===== src/sv/pls_div.sv =====
// ----------------------------------------------------------------------------
// pls_div
// Pipelined restoring divider: q = floor(a * 2^(QW-1) / d), needs a < 2*d.
// ----------------------------------------------------------------------------
module pls_div #(
	parameter int DW = 33,
	parameter int QW = 17
) (
	input  logic          clk,
	input  logic          en,
	input  logic [DW-1:0] a,
	input  logic [DW-1:0] d,
	output logic [QW-1:0] q
);
	logic [DW-1:0] rem_q [QW];
	logic [DW-1:0] den_q [QW];
	logic [QW-1:0] quo_q [QW];
	logic [DW-1:0] rem_n [QW];
	logic [DW-1:0] den_n [QW];
	logic [QW-1:0] quo_n [QW];

	always_comb begin : c_step
		logic [DW:0]   t;
		logic [DW:0]   diff;
		logic [DW-1:0] di;
		logic [QW-1:0] qi;
		logic          ge;
		for (int j = 0; j < QW; j++) begin
			if (j == 0) begin
				t  = {1'b0, a};
				di = d;
				qi = '0;
			end else begin
				t  = {rem_q[j-1], 1'b0};
				di = den_q[j-1];
				qi = quo_q[j-1];
			end
			diff = t - {1'b0, di};
			ge   = (t >= {1'b0, di});
			// remainder stays below the divisor after every step
			rem_n[j] = ge ? diff[DW-1:0] : t[DW-1:0];
			den_n[j] = di;
			quo_n[j] = {qi[QW-2:0], ge};
		end
	end

	always_ff @(posedge clk) begin
		if (en) begin
			for (int j = 0; j < QW; j++) begin
				rem_q[j] <= rem_n[j];
				den_q[j] <= den_n[j];
				quo_q[j] <= quo_n[j];
			end
		end
	end

	assign q = quo_q[QW-1];
endmodule


===== config.mk =====
export PLATFORM = sky130hd
export DESIGN_NAME = pls_div
export DESIGN_NICKNAME = d
export VERILOG_FILES = /design/src/sv/pls_div.sv
export SDC_FILE = /design/constraint.sdc
export NUM_CORES = 2
export LEC_CHECK = 0
export BUFFER_PORTS_ARGS = -buffer_cell sky130_fd_sc_hd__buf_2
export CAP_MARGIN = 10
export CORE_ASPECT_RATIO = 0.75
export CORE_MARGIN = 1.5
export CORE_UTILIZATION = 55
export DETAILED_ROUTE_END_ITERATION = 8
export PLACE_DENSITY = 0.71
export SLEW_MARGIN = 20
export SYNTH_ARGS = -nofsm -noshare
export SYNTH_HDL_FRONTEND = slang
export SYNTH_SLANG_ARGS = --single-unit

===== constraint.sdc =====
create_clock -name clk -period 5.6 [get_ports clk]
set_clock_uncertainty 0.2 [all_clocks]
set_input_delay 1.12 -clock clk [delete_from_list [all_inputs] [get_ports clk]]
set_output_delay 1.12 -clock clk [all_outputs]
set_load 0.05 [all_outputs]

==> impl_results.md <==
* Synthesized area at 72530 sq um
* Chip width at 422.3 um
* Worst Hold Class: reg -> reg
* Design Power at 46.04 mW
* Num CTS Buffers at 130
* Synth top area share at 0.5006
* Fmax at 0.2295 GHz
* Post-CTS Setup Inserts at 0
* Seq/Total Area, Yosys at 0.5006
* Async set or reset register ratio after synthesis at 0
* CP delay by family, top: compound AO/OA/AOI/OAI gates
* Final period util at 0.7780
* Clk sinks at 1209
* First-pass GRT wire length at 263500 um
* Worst Path Arrival at 4.66 ns
* Yosys Warn Count at 0
* WL per Instance at 19.44 um
* Count leader, synth: edfxtp_1
* Maximum VDD drop at 0.3932 mV
* Core area at 130900 sq um
* H-tree depth at 4
* Syn Inst Count at 6609
* Top fanout value on the critical path at 38
* Routed WL at 166500 um
* Slowest-stage cell, CP: a2bb2oi_1
* Number of synthesized flops with an enable pin at 1209
* Via count at 50210
* Crit-path cells: fa_1 > nor2b_1 > o21ai_0 > a21oi_1 > nor3_1 > o21ai_0 > a2bb2oi_1 > a41oi_1 > a21oi_4 > buf_4 > mux2_2
* Slew headroom at 0.2578
* Detailed Routing Iterations Pass 1 at 5
* Pin count of the biggest net entering global routing at 158
* Initial antenna violation count at 1
* P&R area growth vs syn at 9.099%
* Synth top cells by count: edfxtp_1 (1209), inv_1 (698), ha_1 (560)
* Worst path required time at 5.90 ns
* Final setup violation count at 0
* FF+latch count, synth at 1209
* Starting Density at 0.5539
* Row Count at 115
* Kind of critical path: reg -> reg
* Initial drt markers at 4663
* Max Slew Vio Count at 0
* Status: completed
* Final non-filler cell total at 8561
* Actual slew at the worst max-slew pin at 1.085 ns
* Placed insts at 8332
* Root buf cell: clkbuf_16
* Nets at 7354
* Hold-fix buffers at CTS at 0
* Synth top area cells: edfxtp_1 (50%), ha_1 (9.7%), a21oi_1 (3.8%)
* RSZ-0062 raised after global routing: no
* Remaining antenna violation count at 0
* Post-synth net total at 7253
* Vias in the first global route at 47700
* Power Density at 581.9 nW/um^2
* CTS clk-pin slew, worst paths at 0.06 ns
* Insertion delay to the later sink of the worst-skew pair at 0.75 ns
* Layout filler cell count at 10720
* Resize count post-CTS at 0
* Max_cap viols at 0
* N_diodes at 0
* Fin Setup TNS at 0 ns
* Area leader, netlist: edfxtp_1
* Leak at 33.04 nW
* Avg Inst Size Synth at 10.97 sq um
* # IOs at 85
* DRC violations left at 0
* Main synth FF type: edfxtp_1
* Crit-path max cell delay at 0.54 ns
* Die area at 134100 sq um
* Crit. End Element: register
* Most frequent CP cell: o21ai_0
* GR Overflow Total at 0
* Die Ht at 317.5 um
* GR Util All Layers at 0.2448
* Hold Vio Cnt, Final at 0
* CTS Buffer Depth at 3
* Port Buffer Count at 84
* DPL Wire Length at 124600 um
* Tmin final at 4.357 ns
* Type of origin of the critical path: register
* Yosys cell types at 102
* Share of cells above drive strength 1 at 0.09389
* Via-to-Cell Ratio at 5.865
* GP Congestion at 0.9205
* CTS tree: yes
* Buf+Inv Stages, Crit Path at 1
==> placed cells by master, fill, tap and decap left out, types with 35 or more instances in the layout <==
| cell type | n |
|---|---|
| a211oi_1 | 48 |
| xnor2_1 | 270 |
| a31oi_1 | 45 |
| o31ai_1 | 35 |
| o21a_1 | 78 |
| and3_1 | 55 |
| ha_1 | 560 |
| nand4_1 | 88 |
| nor2b_1 | 77 |
| edfxtp_1 | 1209 |
| a21o_1 | 317 |
| inv_1 | 698 |
| mux2_2 | 223 |
| buf_4 | 35 |
| a21oi_1 | 553 |
| buf_2 | 83 |
| nand2_1 | 445 |
| nor3_1 | 74 |
| nand2b_1 | 77 |
| o21bai_1 | 76 |
| nor2_1 | 343 |
| nand3_1 | 103 |
| o21ai_0 | 423 |
| xor2_1 | 169 |
| clkbuf_16 | 136 |
==> layout make-up <==
cell class / instances / area, sq um / share of cell area
clock inverter: 68 / 674.4 / 0.008523
timing repair buffer: 129 / 900.9 / 0.01139
tap: 1755 / 2196 / 0.02775
multi-input combinational: 4541 / 32930 / 0.4162
inverter: 699 / 2624 / 0.03316
sequential: 1209 / 36300 / 0.4588
clock buffer: 160 / 3493 / 0.04415
==> sequential cells by signal, summed over array words and instances, names as in the netlist <==
signal  count
den_q     528
quo_q     153
rem_q     528
==> path summary, 6_finish.rpt <==
check	slack, ns	startpoint	cells after the start	endpoint
worst max-delay path	1.24	den_q[0][0]$_DFFE_PP_	11	rem_q[0][38]$_DFFE_PP_
worst min-delay path	0.20	quo_q[0][245]$_DFFE_PP_	0	quo_q[0][263]$_DFFE_PP_
worst max register to register	1.24	den_q[0][0]$_DFFE_PP_	11	rem_q[0][38]$_DFFE_PP_
worst min register to register	0.20	quo_q[0][245]$_DFFE_PP_	0	quo_q[0][263]$_DFFE_PP_
==> per-stage QoR <==
step | worst slack (ns) | utilization | hold slack (ns) | instance area, sq um
after floorplan | 1.734 | - | 0.2003 | 72530
after detailed placement | 0.7529 | 0.5723 | 0.2045 | 74930
after global routing | 1.018 | 0.6043 | 0.2045 | 79120
final | 1.243 | 0.6043 | 0.2003 | 79120
after global placement | 0.7682 | 0.5723 | 0.2013 | 74930
after CTS | 1.196 | 0.6041 | 0.1980 | 79100
==> worst register-to-register path, stage by stage (launching register included) <==
cell and delay (ns):
edfxtp_1 0.50, fa_1 0.50, nor2b_1 0.12, o21ai_0 0.11
a21oi_1 0.25, nor3_1 0.12, o21ai_0 0.40, a2bb2oi_1 0.54
a41oi_1 0.28, a21oi_4 0.17, buf_4 0.45, mux2_2 0.45
==> power by group <==
group	total, mW	switching, mW	internal [mW]	leakage (nW)
logic	22.3	12.5	9.76	19.2
registers	15.2	1.58	13.7	11.8
clock network	8.53	3.55	4.98	2.03
==> per-layer routing <==
| layer | share of wire | global-route usage | up-vias |
|---|---|---|---|
| li1 | - | - | 24490 |
| met1 | 0.47 | 0.3628 | 24110 |
| met2 | 0.45 | 0.3803 | 1390 |
| met3 | 0.057 | 0.03477 | 214 |
| met4 | 0.018 | 0.05739 | 0 |
| met5 | 0 | 0 | - |
==> cells by family after synthesis <==
family / count (synthesis) / synth area share
AO/OA/AOI/OAI: 1845 / 0.1625
AND/OR/NAND/NOR: 1410 / 0.09306
flip-flops: 1209 / 0.5006
buffers and inverters: 859 / 0.04660
adder cells (fa/ha/maj): 576 / 0.1010
XOR/XNOR: 439 / 0.05301
multiplexers: 271 / 0.04327
(Power assumes the default switching activity.)
