--- src/sv/pls_sqrt.sv ---
// ----------------------------------------------------------------------------
// pls_sqrt
// Pipelined integer square root, one root bit per stage, floor result.
// ----------------------------------------------------------------------------
module pls_sqrt #(
	parameter int IW = 32
) (
	input  logic              clk,
	input  logic              en,
	input  logic [IW-1:0]     x,
	output logic [IW/2-1:0]   root
);
	localparam int OW = IW / 2;

	logic [IW-1:0] x_q    [OW];
	logic [OW:0]   rem_q  [OW];
	logic [OW-1:0] root_q [OW];
	logic [IW-1:0] x_n    [OW];
	logic [OW:0]   rem_n  [OW];
	logic [OW-1:0] root_n [OW];

	always_comb begin : c_step
		logic [IW-1:0] xi;
		logic [OW:0]   ri;
		logic [OW-1:0] qi;
		logic [OW+2:0] t;
		logic [OW+2:0] trial;
		logic [OW+2:0] nxt;
		logic          ge;
		for (int j = 0; j < OW; j++) begin
			if (j == 0) begin
				xi = x;
				ri = '0;
				qi = '0;
			end else begin
				xi = x_q[j-1];
				ri = rem_q[j-1];
				qi = root_q[j-1];
			end
			t     = {ri, xi[IW-1:IW-2]};
			trial = {1'b0, qi, 2'b01};
			ge    = (t >= trial);
			nxt   = ge ? (t - trial) : t;
			x_n[j]    = xi << 2;
			rem_n[j]  = nxt[OW:0];
			root_n[j] = {qi[OW-2:0], ge};
		end
	end

	always_ff @(posedge clk) begin
		if (en) begin
			for (int j = 0; j < OW; j++) begin
				x_q[j]    <= x_n[j];
				rem_q[j]  <= rem_n[j];
				root_q[j] <= root_n[j];
			end
		end
	end

	assign root = root_q[OW-1];
endmodule

--- config.mk ---
export PLATFORM = sky130hd
export DESIGN_NAME = pls_sqrt
export DESIGN_NICKNAME = d
export VERILOG_FILES = /design/src/sv/pls_sqrt.sv
export SDC_FILE = /design/constraint.sdc
export NUM_CORES = 1
export LEC_CHECK = 0
export ABC_CLOCK_PERIOD_IN_PS = 3400
export BUFFER_PORTS_ARGS = -buffer_cell sky130_fd_sc_hd__buf_2
export CORE_MARGIN = 2
export CORE_UTILIZATION = 51
export DETAILED_ROUTE_END_ITERATION = 8
export PLACE_DENSITY_LB_ADDON = 0.2
export SYNTH_ARGS = -nofsm -noshare
export SYNTH_HDL_FRONTEND = slang
export SYNTH_SLANG_ARGS = --single-unit
--- constraint.sdc ---
create_clock -name clk -period 3.4 [get_ports clk]
set_input_delay 0.17 -clock clk [delete_from_list [all_inputs] [get_ports clk]]
set_output_delay 0.17 -clock clk [all_outputs]
set_load 0.01 [all_outputs]
==> impl_metrics.yaml <==
status:
  status: "complete, no violations"
sta:
  worst_slew_pin_slew_ns: 0.749
  slew_viol_final: 0
  setup_tns_ns: 0
  fin_crit_sh_pct: 90.8
  slew_headroom_pct: 50.1
  fin_skew_ns: 0.0218
  hold_viol_final: 0
  finalCriticalPeriod_ns: 3.09
  rsz0062_at_grt: "false"
  setup_viol: 0
  fmax_mhz: 324
clocking:
  clock_latency_ns: 0.61
  numCtsBuffers: 66
  htreeDepth: 3
  cts_root_buffer: "clkbuf_16"
  cts.clk_slew.worst_paths_ns: 0.06
  cts_hold_repair.buffers: 33
  clk_path_buf_depth: 3
  cts_resized: 0
  cts_tree: "done"
  cts.sinks: 613
  postCtsSetupBuffers: 0
worst_setup_path:
  critPathRequiredTime_ns: 3.74
  rr_endpoint: "rem_q[1][75]$_DFFE_PP_"
  slowest_stage: "o21ai_0"
  critical_path_depth: 8
  crit_fanout: 13
  r2r_setup_slack_ns: 0.31
  cp.arrival_ns: 3.43
  cp_cell_sequence: "ha_1 -> o21a_1 -> a2bb2oi_1 -> a31oi_1 -> o21ai_0 -> a311o_1 -> buf_4 -> mux2_2"
  path_class: "reg2reg"
  cpPeakStageDelay_ns: 0.52
  critPathBufInv: 1
  start_kind: "flop"
  r2r-start: "rem_q[1][52]$_DFFE_PP_"
  cp-startpoint: "rem_q[1][52]$_DFFE_PP_"
  endpoint: "rem_q[1][75]$_DFFE_PP_"
  critPathCaptureType: "flop"
  r2r_cells: 8
  cp_top_family: "compound AO/OA/AOI/OAI gates"
cells_and_area:
  nets: 2469
  final_util_pct: 58.4
  synthToLayoutAreaGrowth_pct: 13.5
  antennaDiodeCount: 0
  drive_gt1_share_pct: 9.46
detailed_routing:
  firstDrtPassIters: 5
  wirelength_um: 49900
  drc_errors: 0
  drt_iter0_markers: 1180
  ant_nets: 0
  wl_per_cell_um: 16.4
  num_vias: 16562
  viasPerCell: 5.45
synth:
  syn_inst: 2139
  syn_avg_cell_area_um2: 13.2
  asyncSetResetFlopFracSynth_pct: 0
  yosysTopAreaCell: "edfxtp_1"
  synth_ff_type: "edfxtp_1"
  ys_seq_area_share_pct: 65.2
  ys_warn_count: 0
  synth-edff-count: 613
  syn_nets: 2325
  synth_top_area_share_pct: 65.2
  synth-seq-cells: 613
  synthTopCellsByArea: "edfxtp_1 65%, ha_1 6.7%, a21oi_1 2.7%"
  synthDistinctLibCells: 74
  netlist_area_mm2: 0.0282
pwr:
  p_per_area_mw_per_mm2: 620
  ir_worst_vdd_uv: 445
  p_leak_nw: 12.4
global_routing:
  grt_pass1_wl_um: 81000
  grt_max_degree: 81
  grt-ovfl-total: 0
  grt_pass1_vias: 15980
  antenna_found_initial: 0
  grtUsageTotal_pct: 17.6
run:
  maxCapViolCount: 0
place:
  gp_congestion: 0.874
  io_buffers: 49
  hpwl_um: 35100
die:
  die_w_um: 239
  design.core.area_mm2: 0.0549
  io_pins: 50
  die_area_mm2: 0.0573
  rows: 86
  start_util_pct: 51.5
  die_h_um: 239
min_path:
  hold_class: "in2reg"
-- stage by stage --
step / cells / instance area, um^2 / hold slack [ns] / setup WS (ns) / power (mW)
2_1_floorplan: 2139 / 28200 / 0.269 / 0.687 / 11.9
3_3_place_gp: 2886 / 29500 / 0.346 / 0.510 / 12.7
3_5_place_dp: 2886 / 29500 / 0.348 / 0.427 / 12.8
4_1_cts: 3040 / 32100 / 0.0645 / 0.375 / 20.1
5_1_grt: 3040 / 32100 / 0.0806 / 0.159 / 20.8
6_report: 3040 / 32100 / 0.0666 / 0.314 / 19.9
-- layer usage --
layer  vias up  track usage (%)  routed length, um
li1       8262                -                  -
met2       306             27.5              22800
met1      7917             25.1              23700
met3        77             3.12               2370
met4         0             6.02               1030
met5         -                0                  0
-- cell families after synthesis --
logic type      share of synthesized area, %
buf+inv                                 2.96
fa+ha+maj                               6.73
xor+xnor                                4.96
other cells                           0.0133
flops                                   65.2
simple gates                            9.38
mux                                     1.44
compound gates                          9.31
-- cells in the mapped netlist (6+ instances only) --
| cell type | number |
|---|---|
| nor3b_1 | 6 |
| nor4_1 | 24 |
| a21oi_1 | 150 |
| nor2b_1 | 28 |
| a21boi_0 | 7 |
| xor2_1 | 77 |
| nand3_1 | 30 |
| o21bai_1 | 6 |
| nor3_1 | 46 |
| a211oi_1 | 7 |
| nand2_1 | 92 |
| xnor2_1 | 83 |
| buf_2 | 11 |
| mux2i_1 | 8 |
| a21o_1 | 21 |
| ha_1 | 152 |
| or4_1 | 15 |
| mux2_2 | 29 |
| a31oi_1 | 15 |
| nor2_1 | 172 |
| inv_1 | 184 |
| and3_1 | 11 |
| or3_1 | 19 |
| nand2b_1 | 25 |
| and2_1 | 9 |
| o21ai_0 | 112 |
| o21a_1 | 39 |
| edfxtp_1 | 613 |
| clkbuf_1 | 23 |
| nand3b_1 | 8 |
| nand4_1 | 25 |
-- worst min path at each step --
stage | startpoint | to | depth (start not counted) | slack (ns)
6_report | en | x_q[0][3]$_DFFE_PP_ | 1 | 0.07
3_3_place_gp | x[5] | x_q[0][5]$_DFFE_PP_ | 1 | 0.35
3_5_place_dp | x[5] | x_q[0][5]$_DFFE_PP_ | 1 | 0.35
5_1_grt | en | x_q[0][163]$_DFFE_PP_ | 1 | 0.08
2_1_floorplan | x[0] | x_q[0][0]$_DFFE_PP_ | 0 | 0.27
4_1_cts | en | x_q[0][3]$_DFFE_PP_ | 1 | 0.06
-- power by group --
part | internal [mW] | total [mW] | switching [mW]
clock network | 4.23 | 7.16 | 2.92
logic | 1.28 | 2.93 | 1.65
registers | 9.33 | 9.78 | 0.451
total | 14.8 | 19.9 | 5.02
-- cell usage in the layout, fill, tap and decap left out, drive strengths merged, types with 7 or more instances in the layout --
cell | netlist | final
a211oi | 7 | 7
a21boi | 7 | 7
a21o | 21 | 21
a21oi | 150 | 150
a31oi | 15 | 15
and2 | 9 | 9
and3 | 11 | 11
buf | 11 | 78
bufinv | 0 | 8
clkbuf | 24 | 78
clkinv | 0 | 28
dlygate4sd3 | 0 | 33
edfxtp | 613 | 613
ha | 152 | 152
inv | 184 | 188
mux2 | 29 | 29
mux2i | 8 | 8
nand2 | 92 | 92
nand2b | 25 | 25
nand3 | 30 | 30
nand3b | 8 | 8
nand4 | 25 | 25
nor2 | 172 | 172
nor2b | 28 | 28
nor3 | 47 | 47
nor4 | 24 | 24
o21a | 39 | 39
o21ai | 113 | 113
or3 | 19 | 19
or4 | 17 | 17
xnor2 | 83 | 83
xor2 | 77 | 77
-- registers in the layout, indices dropped and copies added, names as in the netlist --
signal / count
x_q: 240
root_q: 136
rem_q: 237
-- cell type report --
cell class                 count  area [um^2]
fill                        4414        22800
sequential                   613        18400
multi-input combinational   1307         9000
clock buffer                  78         1700
timing repair buffer         111          891
tap                          704          881
inverter                     184          691
clock inverter                43          494
No activity file was read; power rests on OpenSTA's default activity.
