<file path="src/sv/pls_pkg.sv">
// ----------------------------------------------------------------------------
// pls_pkg
// Shared types and constants of the pixel light shade unit.
// ----------------------------------------------------------------------------
package pls_pkg;

	// configuration port
	localparam int CFG_IDX_W  = 2;
	localparam int CFG_DATA_W = 16;

	localparam logic [CFG_IDX_W-1:0] CFG_NIGHT = 2'd0;
	localparam logic [CFG_IDX_W-1:0] CFG_ANGLE = 2'd1;
	localparam logic [CFG_IDX_W-1:0] CFG_COEFF = 2'd2;

	localparam logic [15:0] COEFF_RESET = 16'd655;

	// light constants, Q0.16 unless noted
	localparam logic [15:0] NIGHT_K        = 16'd328;
	localparam logic [15:0] DAY_C          = 16'd5898;
	localparam logic [15:0] NIGHT_MIN_WALL = 16'd6400;

	localparam int          TINT_W      = 17;
	localparam logic [TINT_W-1:0] TINT_RB = 17'd52429;
	localparam logic [TINT_W-1:0] TINT_G  = 17'd111411;
	localparam logic [7:0]  WHITE_LIMIT = 8'd200;
	localparam logic [7:0]  CH_MAX      = 8'd255;

	// divider denominators
	localparam int DST_DEN_W  = 33;
	localparam int COS_DEN_W  = 30;
	localparam int FALL_DEN_W = 45;
	localparam logic [DST_DEN_W-1:0]  DST_BASE  = 33'h0_0100_0000;
	localparam logic [FALL_DEN_W-1:0] FALL_BASE = 45'h0001_0000_0000;

	// cordic for the view direction, Q2.14
	localparam int CORDIC_W     = 18;
	localparam int CORDIC_STEPS = 16;
	localparam logic signed [CORDIC_W-1:0] CORDIC_START   = 18'sd9949;
	localparam logic signed [CORDIC_W-1:0] CORDIC_QUARTER = 18'sd16384;
	localparam logic signed [CORDIC_W-1:0] CORDIC_HALF    = 18'sd32768;
	localparam logic signed [CORDIC_W-1:0] CORDIC_ATAN [CORDIC_STEPS] = '{
		18'sd8192, 18'sd4836, 18'sd2555, 18'sd1297, 18'sd651, 18'sd326, 18'sd163, 18'sd81,
		18'sd41, 18'sd20, 18'sd10, 18'sd5, 18'sd3, 18'sd1, 18'sd1, 18'sd0
	};

	typedef struct packed {
		logic zero;
		logic sat;
		logic neg;
	} cos_flag_t;

endpackage

</file>
<file path="src/sv/pls_cordic.sv">
// ----------------------------------------------------------------------------
// pls_cordic
// Pipelined rotation cordic: cosine and sine of the view angle in Q2.14.
// ----------------------------------------------------------------------------
module pls_cordic (
	input  logic                                clk,
	input  logic                                en,
	input  logic [15:0]                         angle,
	output logic signed [pls_pkg::CORDIC_W-1:0] cos_x,
	output logic signed [pls_pkg::CORDIC_W-1:0] sin_y
);
	import pls_pkg::*;

	logic signed [CORDIC_W-1:0] x_q [CORDIC_STEPS];
	logic signed [CORDIC_W-1:0] y_q [CORDIC_STEPS];
	logic signed [CORDIC_W-1:0] z_q [CORDIC_STEPS];
	logic [CORDIC_STEPS-1:0]    flip_q;
	logic signed [CORDIC_W-1:0] x_n [CORDIC_STEPS];
	logic signed [CORDIC_W-1:0] y_n [CORDIC_STEPS];
	logic signed [CORDIC_W-1:0] z_n [CORDIC_STEPS];
	logic [CORDIC_STEPS-1:0]    flip_n;

	always_comb begin : c_rot
		logic signed [CORDIC_W-1:0] xi, yi, zi, za, dx, dy;
		logic                       fi;
		for (int i = 0; i < CORDIC_STEPS; i++) begin
			if (i == 0) begin
				za = {{(CORDIC_W-16){angle[15]}}, angle};
				xi = CORDIC_START;
				yi = '0;
				zi = za;
				fi = 1'b0;
				// fold the back half-plane onto the front one
				if (za > CORDIC_QUARTER) begin
					zi = za - CORDIC_HALF;
					fi = 1'b1;
				end else if (za < -CORDIC_QUARTER) begin
					zi = za + CORDIC_HALF;
					fi = 1'b1;
				end
			end else begin
				xi = x_q[i-1];
				yi = y_q[i-1];
				zi = z_q[i-1];
				fi = flip_q[i-1];
			end
			dx = yi >>> i;
			dy = xi >>> i;
			if (!zi[CORDIC_W-1]) begin
				x_n[i] = xi - dx;
				y_n[i] = yi + dy;
				z_n[i] = zi - CORDIC_ATAN[i];
			end else begin
				x_n[i] = xi + dx;
				y_n[i] = yi - dy;
				z_n[i] = zi + CORDIC_ATAN[i];
			end
			if (i == CORDIC_STEPS - 1 && fi) begin
				x_n[i] = -x_n[i];
				y_n[i] = -y_n[i];
			end
			flip_n[i] = fi;
		end
	end

	always_ff @(posedge clk) begin
		if (en) begin
			for (int i = 0; i < CORDIC_STEPS; i++) begin
				x_q[i] <= x_n[i];
				y_q[i] <= y_n[i];
				z_q[i] <= z_n[i];
			end
			flip_q <= flip_n;
		end
	end

	assign cos_x = x_q[CORDIC_STEPS-1];
	assign sin_y = y_q[CORDIC_STEPS-1];
endmodule

</file>
<file path="config.mk">
export PLATFORM = sky130hd
export DESIGN_NAME = pls_cordic
export DESIGN_NICKNAME = d
export VERILOG_FILES = /design/src/sv/pls_pkg.sv /design/src/sv/pls_cordic.sv
export SDC_FILE = /design/constraint.sdc
export NUM_CORES = 2
export LEC_CHECK = 0
export BUFFER_PORTS_ARGS = -buffer_cell sky130_fd_sc_hd__buf_4
export CAP_MARGIN = 20
export CORE_ASPECT_RATIO = 0.8
export CORE_MARGIN = 4
export CORE_UTILIZATION = 23
export DETAILED_ROUTE_END_ITERATION = 10
export MAX_ROUTING_LAYER = met4
export SYNTH_ARGS = -nofsm -noshare
export SYNTH_HDL_FRONTEND = slang
export SYNTH_SLANG_ARGS = --single-unit
</file>
<file path="constraint.sdc">
create_clock -name clk -period 6 [get_ports clk]
set_clock_uncertainty 0.2 [all_clocks]
set_input_delay 0.3 -clock clk [delete_from_list [all_inputs] [get_ports clk]]
set_output_delay 0.3 -clock clk [all_outputs]
set_load 0.05 [all_outputs]
</file>
==> flow_metrics.py <==
metrics = {
    "outcome": {
        "outcome": "finished clean",
    },
    "yosys": {
        "synth_top_area_cell": "edfxtp_1",
        "async_reset_ff_frac": 0,
        "ys_ff_latch": 806,
        "synth_top_area_frac": 0.392,
        "synth_edf_count": 806,
        "ys_top_cells_by_area": "edfxtp_1, ha_1, xnor2_1",
        "yosysUniqueCellTypes": 92,
        "synth_common_cells": "edfxtp_1, ha_1, xnor2_1",
        "netlist_instances": 6113,
        "avgSynthCellArea_sq_um": 10.1,
        "synth_flop_cell": "edfxtp_1",
        "yosysWarnings": 0,
        "yosys.cell_count.top_type": "edfxtp_1",
        "synth_seq_area_share": 0.392,
        "synth_area_sq_mm": 0.0618,
    },
    "setup_path": {
        "worstSetupPathType": "reg2reg",
        "path_max_fanout": 9,
        "critPathMaxStageDelay_ps": 530,
        "start_kind": "flip-flop",
        "critPathBufInv": 2,
        "crit_required_ps": 6260,
        "crit_path_end_kind": "flip-flop",
        "arrival_ps": 5190,
        "cp_slowest_cell": "edfxtp_1",
        "path_cells": "inv_1 > nand3_1 > ha_1 > inv_1 > o21ai_0 > ha_1 > o21a_1 > and2_1 > a211oi_1 > a21oi_1 > xor2_1 > or3_4 > nor4b_4 > nand4_1 > o41a_1 > xnor2_1",
        "path_delay_family": "compound AO/OA/AOI/OAI gates",
    },
    "timing": {
        "period_needed_ps": 4930,
        "hold_viol_final": 0,
        "rsz0062_at_grt": "no",
        "fin_setup_tns_ps": 0,
        "slew_viol_final": 0,
        "fin_crit_sh": 0.821,
        "finalSetupViolations": 0,
        "worst_pin_slew_ps": 1050,
        "slew-limit-headroom": 0.290,
        "max_clock_freq_ghz": 0.203,
    },
    "die": {
        "start_util": 0.232,
        "die_w_um": 587,
        "die-area_sq_mm": 0.277,
        "num_rows": 169,
        "core-area_sq_mm": 0.266,
        "ios": 54,
        "chipHeight_um": 471,
    },
    "finish": {
        "area_growth_pct": 12.6,
        "antenna_cells": 0,
        "stdcell_area_sq_mm": 0.0695,
        "drive_gt1_frac": 0.0466,
        "fillers": 27703,
        "nets": 7026,
        "fin_cells": 9770,
    },
    "cts": {
        "cts_hold_buf": 19,
        "postCtsSetupBuffers": 0,
        "clk_pin_slew_ps": 70,
        "cts.sinks": 806,
        "cts_tree": "yes",
        "cts_buffers": 89,
        "cts-root-buf": "clkbuf_16",
        "clk_latency_ps": 720,
        "clock_path_buffers": 3,
        "htree_levels": 3,
        "post_cts_resized": 0,
    },
    "routing": {
        "dr.max_layer_used": "met4",
        "antenna_left": 0,
        "routed_wl_mm": 134,
        "drc_errors": 0,
        "wl_met2_mm": 59.2,
        "vias_per_cell": 4.54,
        "wl_met1_mm": 66.9,
        "met3_length_mm": 5.32,
        "via_count": 44366,
        "drtIter0Drc": 2857,
        "wl_per_cell_um": 13.7,
        "firstDrtPassIters": 8,
    },
    "grt": {
        "grt_max_degree": 192,
        "grt_pass1_wl_mm": 221,
        "grt_pass1_vias": 43342,
        "grt_overflow": 0,
        "track_usage": 0.0968,
        "antenna_found_initial": 1,
    },
    "placed_design": {
        "numPortBuffers": 53,
        "dp_cells": 9590,
        "dpl.hpwl_mm": 105,
        "place_congestion": 0.853,
        "detailed_place.area_sq_mm": 0.0662,
    },
    "flow_run": {
        "drv_cap": 0,
    },
    "min_path": {
        "hp-class": "in2reg",
    },
}
final timing paths:
path               start          end  slack [ps]  depth (start not counted)
max          x_q[1][125]  y_q[1][143]        1070                         16
min            angle[10]   z_q[0][10]         100                          2
max reg2reg  x_q[1][125]  y_q[1][143]        1070                         16
min reg2reg    flip_q[7]    flip_q[8]         220                          0
cell type report:
class | instances | area (sq um) | share of cell area
Clock buffer | 96 | 2250 | 0.0324
Clock inverter | 65 | 850 | 0.0122
Inverter | 508 | 1910 | 0.0275
Multi-Input combinational cell | 4697 | 35100 | 0.505
Sequential cell | 806 | 24200 | 0.348
Tap cell | 3505 | 4390 | 0.0631
Timing Repair Buffer | 93 | 803 | 0.0116
cell usage in the layout (no fill, tap or decap), types with 198 or more instances in the layout:
cell        n
edfxtp_1  806
nor3_1    198
o21ai_0   294
a21oi_1   499
inv_1     505
xor2_1    234
ha_1      768
xnor2_1   588
nor2_1    519
nand2_1   277
routing by layer:
metal | GRT usage | vias up
li1 | - | 22465
met1 | 0.132 | 20954
met2 | 0.152 | 762
met3 | 0.0125 | 185
met4 | 0.0228 | 0
met5 | - | -
stage by stage:
stage / worst slack (ps) / utilization / hold WS [ps]
after floorplan: 1650 / - / 199
after global placement: 945 / 0.249 / 201
after detailed placement: 1100 / 0.249 / 205
after CTS: 1100 / 0.261 / 21.8
after global routing: 786 / 0.261 / 54.1
final: 1070 / 0.261 / 97.5
kinds of logic (layout without fill, tap and decap cells):
logic type,count (synthesis),in the layout,synth area share
compound gates,1541,1541,0.159
xor+xnor,826,826,0.118
fa+ha+maj,813,813,0.170
buf+inv,613,762,0.0398
flops,806,806,0.392
mux,57,57,0.00995
other cells,2,5,0.000122
simple gates,1455,1455,0.111
registers in the layout (all words and copies together), names as in the netlist:
register / count
x_q: 270
y_q: 268
z_q: 253
flip_q: 15
Power is left out: the tool's default activity adds up to more than one toggle a clock period on the data nets, which glitch-free logic cannot reach.
